## src/hw/rtl/alf_pkg.sv

```systemverilog
`timescale 1ns / 1ps
// ----------------------------------------------------------------------------
// alf_pkg: shared types, constants and lookups for the lux converter
// Holds the channel payload types, the breakpoint table and the segment
// helpers used by the sequencer, the serial divider and the float encoder.
// ----------------------------------------------------------------------------
package alf_pkg;

   localparam int BYTE_W  = 8;
   localparam int LUX_W   = 16;
   localparam int SEG_W   = 4;
   localparam int NUM_BRK = 15;

   // Serial divider geometry: dividend and quotient share one shift register
   localparam int DIV_W = LUX_W;
   localparam int DVS_W = 4;
   localparam int CNT_W = $clog2(DIV_W);

   // Bus float fields
   localparam int EXP_W  = 4;
   localparam int MANT_W = 11;
   localparam logic [EXP_W-1:0] EXP_INIT = 4'd7;
   localparam logic [EXP_W-1:0] EXP_TOP  = 4'd12;
   localparam logic [LUX_W-1:0] MANT_MAX = 16'h07FF;

   // Saturation
   localparam logic [BYTE_W-1:0] SAT_LIMIT = 8'd112;
   localparam logic [LUX_W-1:0]  SAT_LUX   = 16'hFFFF;

   // Segment numbers that switch the interpolation form
   localparam logic [SEG_W-1:0] SEG_COARSE = 4'd11;
   localparam logic [SEG_W-1:0] SEG_FINE   = 4'd7;
   localparam logic [SEG_W-1:0] SEG_FIRST  = 4'd1;
   localparam logic [SEG_W-1:0] FINE_SHIFT = 4'd6;
   localparam logic [SEG_W-1:0] SH_OFFSET  = 4'd2;

   localparam logic [BYTE_W-1:0] BRK [NUM_BRK] = '{
      8'd0, 8'd9, 8'd17, 8'd27, 8'd40, 8'd53, 8'd66, 8'd79,
      8'd88, 8'd96, 8'd101, 8'd106, 8'd109, 8'd112, 8'd255
   };

   typedef struct packed {
      logic [BYTE_W-1:0] adc_high;
      logic [BYTE_W-1:0] adc_low;
   } req_type;

   typedef struct packed {
      logic [LUX_W-1:0] lux_value;
      logic [LUX_W-1:0] bus_float;
   } rsp_type;

   // Segment number 1..13: count breakpoints at or below the high byte
   function automatic logic [SEG_W-1:0] seg_index(input logic [BYTE_W-1:0] hi);
      logic [SEG_W-1:0] n;
      n = SEG_FIRST;
      for (int k = 1; k < 13; k++) begin
         if (hi >= BRK[k]) n = n + SEG_W'(1);
      end
      return n;
   endfunction

   // Lower breakpoint of segment n
   function automatic logic [BYTE_W-1:0] seg_floor(input logic [SEG_W-1:0] n);
      return BRK[n - SEG_W'(1)];
   endfunction

   // Width of segment n, at most 13
   function automatic logic [DVS_W-1:0] seg_width(input logic [SEG_W-1:0] n);
      logic [BYTE_W-1:0] w;
      w = BRK[n] - BRK[n - SEG_W'(1)];
      return w[DVS_W-1:0];
   endfunction

endpackage

```

## src/hw/rtl/alf_div.sv

```systemverilog
`timescale 1ns / 1ps
// ----------------------------------------------------------------------------
// alf_div: bit-serial restoring divider
// Retires one quotient bit per cycle. The dividend shifts
// out of the top of the register while quotient bits shift in at the bottom.
// ----------------------------------------------------------------------------
module alf_div
   import alf_pkg::*;
(
   input  logic             clock,
   input  logic             reset,
   input  logic             start,
   input  logic [DIV_W-1:0] dividend,
   input  logic [DVS_W-1:0] divisor,
   output logic             done,
   output logic [DIV_W-1:0] quotient
);

   typedef enum logic {D_IDLE, D_RUN} state_type;

   state_type        state_ff, state_in;
   logic [DIV_W-1:0] acc_ff, acc_in;
   logic [DVS_W-1:0] rem_ff, rem_in;
   logic [DVS_W-1:0] dvs_ff, dvs_in;
   logic [CNT_W-1:0] cnt_ff, cnt_in;
   logic             done_ff, done_in;
   logic [DVS_W:0]   trial;
   logic [DVS_W:0]   diff;
   logic             fits;

   // Bring down the next dividend bit and try the subtraction
   assign trial = {rem_ff, acc_ff[DIV_W-1]};
   assign diff  = trial - {1'b0, dvs_ff};
   assign fits  = trial >= {1'b0, dvs_ff};

   always_comb begin
      state_in = state_ff;
      acc_in   = acc_ff;
      rem_in   = rem_ff;
      dvs_in   = dvs_ff;
      cnt_in   = cnt_ff;
      done_in  = 1'b0;
      case (state_ff)
         D_IDLE: begin
            if (start) begin
               acc_in   = dividend;
               rem_in   = '0;
               dvs_in   = divisor;
               cnt_in   = '0;
               state_in = D_RUN;
            end
         end
         D_RUN: begin
            acc_in = {acc_ff[DIV_W-2:0], fits};
            rem_in = fits ? diff[DVS_W-1:0] : trial[DVS_W-1:0];
            cnt_in = cnt_ff + CNT_W'(1);
            if (cnt_ff == CNT_W'(DIV_W - 1)) begin
               state_in = D_IDLE;
               done_in  = 1'b1;
            end
         end
         default: begin
            state_in = D_IDLE;
         end
      endcase
   end

   always_ff @(posedge clock) begin
      if (reset) begin
         state_ff <= D_IDLE;
         done_ff  <= 1'b0;
      end else begin
         state_ff <= state_in;
         done_ff  <= done_in;
      end
      acc_ff <= acc_in;
      rem_ff <= rem_in;
      dvs_ff <= dvs_in;
      cnt_ff <= cnt_in;
   end

   assign done     = done_ff;
   assign quotient = acc_ff;

   // Partial remainder stays below the divisor while running
   assert property (@(posedge clock) disable iff (reset)
      (state_ff == D_RUN) |-> (rem_ff < dvs_ff))
      else $error("divider remainder not below divisor");

   // A new division is only launched on an idle divider
   assert property (@(posedge clock) disable iff (reset)
      start |-> (state_ff == D_IDLE))
      else $error("divider started while busy");

endmodule

```

## src/hw/rtl/alf_float.sv

```systemverilog
`timescale 1ns / 1ps
// ----------------------------------------------------------------------------
// alf_float: two-byte bus float encoder
// Scales lux by 0.78125 into a mantissa at exponent 7, then shifts right one
// bit per cycle, bumping the exponent, until the mantissa fits in 11 bits.
// ----------------------------------------------------------------------------
module alf_float
   import alf_pkg::*;
(
   input  logic             clock,
   input  logic             reset,
   input  logic             start,
   input  logic [LUX_W-1:0] lux,
   output logic             done,
   output logic [LUX_W-1:0] result
);

   typedef enum logic {F_IDLE, F_NORM} state_type;

   state_type        state_ff, state_in;
   logic [LUX_W-1:0] mant_ff, mant_in;
   logic [EXP_W-1:0] exp_ff, exp_in;
   logic             done_ff, done_in;
   logic [LUX_W-1:0] scaled;

   // Truncated 1/2 + 1/4 + 1/32 scaling
   assign scaled = (lux >> 1) + (lux >> 2) + (lux >> 5);

   always_comb begin
      state_in = state_ff;
      mant_in  = mant_ff;
      exp_in   = exp_ff;
      done_in  = 1'b0;
      case (state_ff)
         F_IDLE: begin
            if (start) begin
               mant_in  = scaled;
               exp_in   = EXP_INIT;
               state_in = F_NORM;
            end
         end
         F_NORM: begin
            // Shift until the mantissa fits, then hold the result
            if (mant_ff > MANT_MAX) begin
               mant_in = mant_ff >> 1;
               exp_in  = exp_ff + EXP_W'(1);
            end else begin
               state_in = F_IDLE;
               done_in  = 1'b1;
            end
         end
         default: begin
            state_in = F_IDLE;
         end
      endcase
   end

   always_ff @(posedge clock) begin
      if (reset) begin
         state_ff <= F_IDLE;
         done_ff  <= 1'b0;
      end else begin
         state_ff <= state_in;
         done_ff  <= done_in;
      end
      mant_ff <= mant_in;
      exp_ff  <= exp_in;
   end

   assign done   = done_ff;
   assign result = {1'b0, exp_ff, mant_ff[MANT_W-1:0]};

   // Largest lux normalizes at exponent 12, so the exponent tops out at 12
   assert property (@(posedge clock) disable iff (reset)
      (state_ff == F_NORM) |-> (exp_ff <= EXP_TOP))
      else $error("bus float exponent out of range");

endmodule

```

## src/hw/rtl/adc_to_lux_bus_float_top.sv

```systemverilog
`timescale 1ns / 1ps
// ----------------------------------------------------------------------------
// adc_to_lux_bus_float_top: light sensor reading to lux and bus float
// The request passes segment lookup, bit-serial division, the sum and the
// serial float normalize, then waits until the output register is free.
// One transaction at a time, requests stall until it is done; a new request is taken
// while a finished response still waits in the output register.
// Reset: synchronous, clears the sequencer and the response valid.
// ----------------------------------------------------------------------------
module adc_to_lux_bus_float_top
   import alf_pkg::*;
(
   input  logic    clock,
   input  logic    reset,
   input  logic    req_valid,
   output logic    req_stall,
   input  req_type req_data,
   output logic    rsp_valid,
   input  logic    rsp_stall,
   output rsp_type rsp_data
);

   typedef enum logic [2:0] {
      ST_IDLE, ST_SEG, ST_DIV, ST_SUM, ST_FLT, ST_OUT
   } state_type;

   state_type         state_ff, state_in;
   logic [BYTE_W-1:0] hi_ff, hi_in;
   logic [BYTE_W-1:0] lo_ff, lo_in;
   logic [SEG_W-1:0]  n_ff, n_in;
   logic              sat_ff, sat_in;
   logic [LUX_W-1:0]  lux_ff, lux_in;
   logic              rsp_valid_ff, rsp_valid_in;
   rsp_type           rsp_data_ff, rsp_data_in;

   logic [SEG_W-1:0]  seg_n;
   logic [BYTE_W-1:0] rest;
   logic [SEG_W-1:0]  shamt;
   logic [DVS_W-1:0]  width;
   logic [DIV_W-1:0]  coarse_dvd;
   logic [DIV_W-1:0]  fine_dvd;
   logic              div_start;
   logic              div_done;
   logic              fine_done;
   logic [DIV_W-1:0]  coarse_q;
   logic [DIV_W-1:0]  fine_q;
   logic [LUX_W-1:0]  base;
   logic [LUX_W-1:0]  interp;
   logic [LUX_W-1:0]  fine_add;
   logic [LUX_W-1:0]  lux_calc;
   logic              flt_start;
   logic              flt_done;
   logic [LUX_W-1:0]  flt_result;
   logic              rsp_free;

   // Locate the segment and form both dividends
   assign seg_n      = seg_index(hi_ff);
   assign rest       = hi_ff - seg_floor(seg_n);
   assign width      = seg_width(seg_n);
   assign shamt      = (seg_n < SEG_COARSE) ? seg_n + SH_OFFSET : seg_n - SH_OFFSET;
   assign coarse_dvd = LUX_W'(rest) << shamt;
   assign fine_dvd   = (seg_n < SEG_FINE) ? LUX_W'(lo_ff >> (FINE_SHIFT - seg_n)) : '0;
   assign div_start  = (state_ff == ST_SEG);

   alf_div u_div_coarse (
      .clock    (clock),
      .reset    (reset),
      .start    (div_start),
      .dividend (coarse_dvd),
      .divisor  (width),
      .done     (div_done),
      .quotient (coarse_q)
   );

   alf_div u_div_fine (
      .clock    (clock),
      .reset    (reset),
      .start    (div_start),
      .dividend (fine_dvd),
      .divisor  (width),
      .done     (fine_done),
      .quotient (fine_q)
   );

   // Combine base, segment interpolation and low-byte fraction
   assign base     = (n_ff <= SEG_FIRST) ? '0 : LUX_W'(2) << n_ff;
   assign interp   = (n_ff < SEG_COARSE) ? coarse_q : coarse_q << 4;
   assign fine_add = (n_ff < SEG_FINE) ? fine_q : '0;
   assign lux_calc = sat_ff ? SAT_LUX : base + interp + fine_add;
   assign flt_start = (state_ff == ST_SUM);

   alf_float u_float (
      .clock  (clock),
      .reset  (reset),
      .start  (flt_start),
      .lux    (lux_calc),
      .done   (flt_done),
      .result (flt_result)
   );

   assign rsp_free = !rsp_valid_ff || !rsp_stall;

   always_comb begin
      state_in     = state_ff;
      hi_in        = hi_ff;
      lo_in        = lo_ff;
      n_in         = n_ff;
      sat_in       = sat_ff;
      lux_in       = lux_ff;
      rsp_data_in  = rsp_data_ff;
      rsp_valid_in = rsp_valid_ff && rsp_stall;
      case (state_ff)
         ST_IDLE: begin
            if (req_valid) begin
               hi_in    = req_data.adc_high;
               lo_in    = req_data.adc_low;
               state_in = ST_SEG;
            end
         end
         ST_SEG: begin
            n_in     = seg_n;
            sat_in   = hi_ff >= SAT_LIMIT;
            state_in = ST_DIV;
         end
         ST_DIV: begin
            if (div_done) state_in = ST_SUM;
         end
         ST_SUM: begin
            lux_in   = lux_calc;
            state_in = ST_FLT;
         end
         ST_FLT: begin
            if (flt_done) state_in = ST_OUT;
         end
         ST_OUT: begin
            // Load the response once the output register is free
            if (rsp_free) begin
               rsp_data_in.lux_value = lux_ff;
               rsp_data_in.bus_float = flt_result;
               rsp_valid_in          = 1'b1;
               state_in              = ST_IDLE;
            end
         end
         default: begin
            state_in = ST_IDLE;
         end
      endcase
   end

   always_ff @(posedge clock) begin
      if (reset) begin
         state_ff     <= ST_IDLE;
         rsp_valid_ff <= 1'b0;
      end else begin
         state_ff     <= state_in;
         rsp_valid_ff <= rsp_valid_in;
      end
      hi_ff       <= hi_in;
      lo_ff       <= lo_in;
      n_ff        <= n_in;
      sat_ff      <= sat_in;
      lux_ff      <= lux_in;
      rsp_data_ff <= rsp_data_in;
   end

   assign req_stall = (state_ff != ST_IDLE);
   assign rsp_valid = rsp_valid_ff;
   assign rsp_data  = rsp_data_ff;

   // Divider completion only while the sequencer waits for it
   assert property (@(posedge clock) disable iff (reset)
      div_done |-> (state_ff == ST_DIV && fine_done))
      else $error("divider finished outside divide step");

   // Float completion only while the sequencer waits for it
   assert property (@(posedge clock) disable iff (reset)
      flt_done |-> (state_ff == ST_FLT))
      else $error("float encoder finished outside encode step");

endmodule
```

## config.mk

```make
export PLATFORM = sky130hd
export DESIGN_NAME = adc_to_lux_bus_float_top
export DESIGN_NICKNAME = d
export VERILOG_FILES = /design/src/hw/rtl/alf_pkg.sv /design/src/hw/rtl/alf_div.sv /design/src/hw/rtl/alf_float.sv /design/src/hw/rtl/adc_to_lux_bus_float_top.sv
export SDC_FILE = /design/constraint.sdc
export NUM_CORES = 1
export LEC_CHECK = 0
export ABC_AREA = 1
export BUFFER_PORTS_ARGS = -buffer_cell sky130_fd_sc_hd__buf_2
export CAP_MARGIN = 10
export CELL_PAD_IN_SITES_DETAIL_PLACEMENT = 1
export CELL_PAD_IN_SITES_GLOBAL_PLACEMENT = 1
export CORE_MARGIN = 2
export CORE_UTILIZATION = 48
export CTS_BUF_LIST = sky130_fd_sc_hd__clkbuf_16
export CTS_CLUSTER_DIAMETER = 50
export DETAILED_ROUTE_END_ITERATION = 8
export PLACE_DENSITY = 0.9
export SLEW_MARGIN = 40
export SYNTH_ARGS = -nofsm -noshare
export SYNTH_HDL_FRONTEND = slang
export SYNTH_SLANG_ARGS = --single-unit
```

## constraint.sdc

```tcl
create_clock -name clock -period 10.6 [get_ports clock]
set_input_delay 1.59 -clock clock [delete_from_list [all_inputs] [get_ports clock]]
set_output_delay 1.59 -clock clock [all_outputs]
set_load 0.1 [all_outputs]
```

# Yosys cells after proc, flatten, opt, wreduce, memory -nomap -nowiden
# Memories as Yosys holds them, arrays and structs flattened.
# Index checks and enable logic that the tools add are counted.
# classes
n_mul,0
shifts,3
add_sub_neg,26
n_bitwise,5
n_eq_ne,15
mux,56
magnitude_cmp,23
div_mod_pow,0
n_reduce_logical,14
# ops
operator,n
$mux 16,9
$pmux 16 s2,3
$mux 4,19
$ge 8x7->1 const B,8
$add 4x1->4 const B,14
$pmux 4 s2,5
$add 16x16->16,2
$pmux 3 s6,1
$add 15x14->16,1
$add 16x11->16,1
$ge 8x5->1 const B,2
$ge 8x6->1 const B,2
$gt 16x11->1 const B,1
$mux 8,2
$shl 2x4->16 const A,1
$shl 8x4->16,1
$shr 8x4->16,1
$mux 3,4
$ne 2x2->1 const B,6
$sub 4x4->4,3
$ge 5x4->1,2
$ge 5x5->1 const B,2
$not 4->5,2
$reduce_and 2->1,5
25 further kinds,45
# totals
mem_count,2
inputBits,20
reg_bits,153
ramBits,0
out_inout_bits,34
latchBits,0
elab_cells,169
mem_bits_ro,256
# mem_list
memory,words,word_bits,read_ports,rd_clocked_by_memory_dff,write_ports,line,text
(no name shown),16,8,1,0,0,alf_pkg.sv:70,w = BRK[n] - BRK[n - SEG_W'(1)];
(no name shown),16,8,1,0,0,alf_pkg.sv:70,

# Longest topological paths before layout
# logic_depth
ltp_word,33
mapped_depth,58
depth_no_buf,57

# By module
# Synthesis repeated with hierarchy kept, for this count alone.
# unflattened
hier_cells,1397
area_unflattened_um2,11372.2
# modules_own_cells
mod,seq_area_each_um2,cells_each,instances,area_each_um2
adc_to_lux_bus_float_top,2152.1,841,1,6371.1
alf_div,880.8,139,2,1435.1
alf_float,640.6,278,1,2130.8

# Worst setup path after synthesis
# Ideal clock, no wire load.
# synth_path
path_type,register -> register
startpoint,register hi_ff[3]
endpoint,"register u_div_coarse.acc_ff[15], in the netlist u_div_coarse.quotient[15], data pin"
t_required_ps,10347
period_less_slack_ps,7948
arrival_ps,7695
stages_incl_launch_ff,53
path_slack_ps,2652
n_path_buf,3
setup_ps,253
cell_sequence,edfxtp_1 nor2_1 nand2_1 nor2_1 o21ai_0 inv_1 fa_1 nand3b_1 nand2_2 inv_1 ha_1 or2_2 nand3_1 nand3_1 nand2_1 ha_1 nand2_1 nand2_1 [... 17 more ...] clkbuf_1 inv_1 clkbuf_1 nand2_1 o21ai_0 nand2_1 o21ai_0 ha_1 a21oi_1 nor2_1 a211oi_1 nand2_1 nand2_1 nand3_1 nand3_2 nand3_2 nand3_1 nand2_1
# synth_via
elab_chain_cells,33
elab_cells_between_ends,48
classes_between,add/sub (15); order compare (13); shift (1); mux (17); bitwise (1); memory (1)
# synth_rtl
item,line,text
"start, declared",adc_to_lux_bus_float_top.sv:28,"logic [BYTE_W-1:0] hi_ff, hi_in;"
"start signal, assigned",adc_to_lux_bus_float_top.sv:158,hi_ff <= hi_in;
$ge 8x4->1,alf_pkg.sv:57,if (hi >= BRK[k]) n = n + SEG_W'(1);
$mux 2,alf_pkg.sv:57,
$add 4x1->4,alf_pkg.sv:57,
$mux 4,alf_pkg.sv:57,
$add 4x1->4,alf_pkg.sv:57,
$mux 4,alf_pkg.sv:57,
$add 4x1->4,alf_pkg.sv:57,
$mux 4,alf_pkg.sv:57,
[... 17 more ...],n/a,
$not 4->5 (not written as such),alf_pkg.sv:64,return BRK[n - SEG_W'(1)];
$mem_v2 16x8,n/a,
$mux 8 (2 in a row),n/a,
$sub 8x8->8,adc_to_lux_bus_float_top.sv:58,assign rest = hi_ff - seg_floor(seg_n);
$shl 8x4->16 *,adc_to_lux_bus_float_top.sv:61,assign coarse_dvd = LUX_W'(rest) << shamt;
$mux 16 *,alf_div.sv:45,if (start) begin
$pmux 16 s2 *,alf_div.sv:43,case (state_ff)
net u_div_coarse.acc_in[15],alf_div.sv:22,"logic [DIV_W-1:0] acc_ff, acc_in;"
"end signal, assigned",alf_div.sv:76,acc_ff <= acc_in;
"end, declared",alf_div.sv:22,
# The timed path passes the listed nets; every way through them passes the cells marked *. The select of a mux whose other input is x is not followed.
# A chain may end at the register's enable or synchronous reset.

# Final worst setup path
# Ends and elaborated chain as after synthesis.

==> out/metrics.yaml <==
cells_and_area:
  drive_gt1_frac: 0.136
  n_fill_cell: 2726
  area_delta_synth_final_pct: 10.4
  seqCellArea_sq_mm: 0.00451
  nNetsFinal: 1507
  multi_input_area_sq_mm: 0.00562
worst_setup_path:
  cp_slowest_cell: "ha_1"
  critPathMaxFanout: 19
  crit_top_cell: "nand2_1"
  endpoint_kind: "flop"
  cp-start-kind: "flop"
  critPathArrivalTime_ns: 9.03
  crit_required_ns: 10.79
  crit_type: "reg -> reg"
  max_stage_delay_ns: 0.59
sta:
  finalSetupViolations: 0
  finalWorstPathRequiredPeriod_ns: 8.85
  hold_viol: 0
  clock_skew_ns: 0.0120
  finalCritPeriodShare: 0.835
  rsz0062_at_grt: "no"
  slew_headroom: 0.460
  worst_slew_pin_slew_ns: 0.810
  fmax_mhz: 113
  fin_tns_setup_ns: 0
  drv_slew: 0
synthesis:
  ys_ff_latch: 153
  synth_xor_area_frac: 0.0142
  synthSimpleGateAreaFrac: 0.260
  yosysWarnings: 0
  synth-adder-area-share: 0.138
  synthMuxAreaShare: 0.000903
  synth_cells: 1327
  synth_compound_area_frac: 0.0916
  synth_cell_types: 50
  avgSynthCellArea_sq_um: 8.35
  ys_seq_area_frac: 0.406
  synth_top_family_by_area: "simple AND/OR/NAND/NOR gates"
  synth_area_sq_mm: 0.0111
die:
  core_area_sq_mm: 0.0226
  num_io_pins: 54
  die_w_microns: 156
  die_area_sq_mm: 0.0243
  fp-row-count: 55
  die_h_microns: 156
  start_util: 0.489
status:
  status: "completed"
route:
  vias_per_cell: 5.60
  vias: 9420
  post_drt_wl_per_cell_microns: 18.8
  drt-total-wl_microns: 31700
  firstDrtPassIters: 7
  drc: 0
  ant_nets: 0
  drt_iter0_drc: 615
clock_network:
  cts_root_buf: "clkbuf_16"
  cts_tree: "yes"
  postCtsSetupRepairBufs: 0
  path_clk_slew_ns: 0.07
  clock_latency_ns: 0.44
  numCtsBuffers: 17
  clockBufferDepth: 2
  cts_resized: 0
  hold_buffers: 0
  clock_sinks: 153
  cts_htree_levels: 4
global_route:
  antenna_found_initial: 0
  grt_max_degree: 32
  grt_pass1_wl_microns: 51800
  overflow: 0
  grt_use_total: 0.271
  first_global_vias: 10207
hold_path:
  hp-class: "reg -> reg"
placed_design:
  hpwl_microns: 23500
  place.gp.congestion: 0.925
  port_buffers: 52
run:
  cap_viol_max_count: 0
-- kinds of logic (layout without fill, tap and decap cells) --
| logic type | count (synthesis) | in the layout |
|---|---|---|
| DFF | 153 | 153 |
| other | 2 | 4 |
| xor gates and xnor gates | 18 | 18 |
| buffers and inverters | 257 | 326 |
| and+or+nand+nor | 619 | 619 |
| AOI/OAI and AO/OA | 174 | 174 |
| muxes | 1 | 1 |
| adders and majority gates | 103 | 103 |
-- routing by layer --
metal	wire, microns	global-route usage	vias up
met5	0	0	-
met4	1010	0.110	0
met3	1140	0.0389	82
met2	16900	0.508	248
met1	12600	0.310	4643
li1	-	-	4447
-- placed cells by master (no fill, tap or decap), types with 6 or more instances in the layout --
master / instances
inv_2: 17
clkbuf_16: 17
nand3b_1: 6
nor2_1: 99
o22ai_1: 11
nor3_1: 20
or2_2: 11
nand2_2: 27
nand2_4: 16
fa_1: 32
dfxtp_1: 8
ha_1: 71
nand2_1: 304
inv_1: 217
edfxtp_1: 144
a21oi_1: 51
buf_2: 52
xor2_1: 13
clkinv_1: 7
nand3_1: 100
o31ai_1: 8
nand3_2: 17
o21ai_0: 71
-- flip-flops by register name, summed over array words and instances, names as in the netlist --
| name | count |
|---|---|
| hi_ff | 8 |
| lo_ff | 8 |
| lux_ff | 16 |
| n_ff | 4 |
| rsp_data | 31 |
| rsp_valid | 1 |
| sat_ff | 1 |
| state_ff | 3 |
| u_div_coarse.cnt_ff | 4 |
| u_div_coarse.done | 1 |
| u_div_coarse.dvs_ff | 4 |
| u_div_coarse.quotient | 16 |
| u_div_coarse.rem_ff | 4 |
| u_div_coarse.state_ff | 1 |
| u_div_fine.cnt_ff | 4 |
| u_div_fine.dvs_ff | 4 |
| u_div_fine.quotient | 16 |
| u_div_fine.rem_ff | 4 |
| u_div_fine.state_ff | 1 |
| u_float.done | 1 |
| u_float.exp_ff | 4 |
| u_float.mant_ff | 16 |
| u_float.state_ff | 1 |
-- path summary, 6_finish.rpt --
path / startpoint / end / slack (ns) / depth (start not counted)
max: hi_ff[3] / u_div_coarse.quotient[15] / 1.75 / 50
max reg2reg: hi_ff[3] / u_div_coarse.quotient[15] / 1.75 / 50
min: lux_ff[5] / rsp_data[21] / 0.42 / 0
min reg2reg: lux_ff[5] / rsp_data[21] / 0.42 / 0
-- cell type report --
class	count	share of cell area
inverter	238	0.0730
multi-input combinational	918	0.459
sequential	153	0.368
tap	285	0.0291
clock inverter	15	0.0117
clock buffer	17	0.0348
antenna	1	0.000204
timing repair buffer	56	0.0237
-- Yosys cell counts, drive strengths merged --
master  instances  area [sq um]
dfxtp           9           180
o21bai          4          30.0
clkbuf         13          48.8
nand3b          6          45.0
and2            5          31.3
a21oi          56           307
o221ai          1          8.76
fa             32           641
nand2         347          1490
a211oi          4          30.0
a32o            4          40.0
o31ai           9          72.6
xor2           13           114
conb            2          7.51
a22o            1          8.76
mux2i           1          10.0
o22ai          11          68.8
o21ai          76           388
ha             71           888
nand4           5          31.3
nor2          104           419
nand3         118           688
a21boi          1          7.51
xnor2           5          43.8
buf             6          30.0
o211ai          1          7.51
nor3           21           105
inv           233           875
a31oi           5          37.5
or2            13          81.3
edfxtp        144          4320
clkinv          5          18.8
o41ai           1          8.76
-- critical path: cells and delay by family, from the launching register on --
family,cells,cell delay (ns)
DFF,1,0.55
AOI/OAI and AO/OA,6,1.15
and+or+nand+nor,33,3.79
adders and majority gates,7,2.49
buffers and inverters,4,0.55
-- stage by stage --
step                      setup slack, ns  instance area, sq um  utilization  hold WS [ns]  instances
after floorplan                      2.65                 11100            -         0.400       1328
after global placement               2.23                 11700        0.515         0.401       1650
after detailed placement             1.86                 11700        0.515         0.406       1650
after CTS                            1.77                 12200        0.540         0.422       1682
after global routing                0.832                 12200        0.540         0.431       1682
final                                1.75                 12200        0.541         0.420       1683
Power is not shown: default switching activity piles up to over one toggle a cycle in this logic, so the estimate is an artifact.
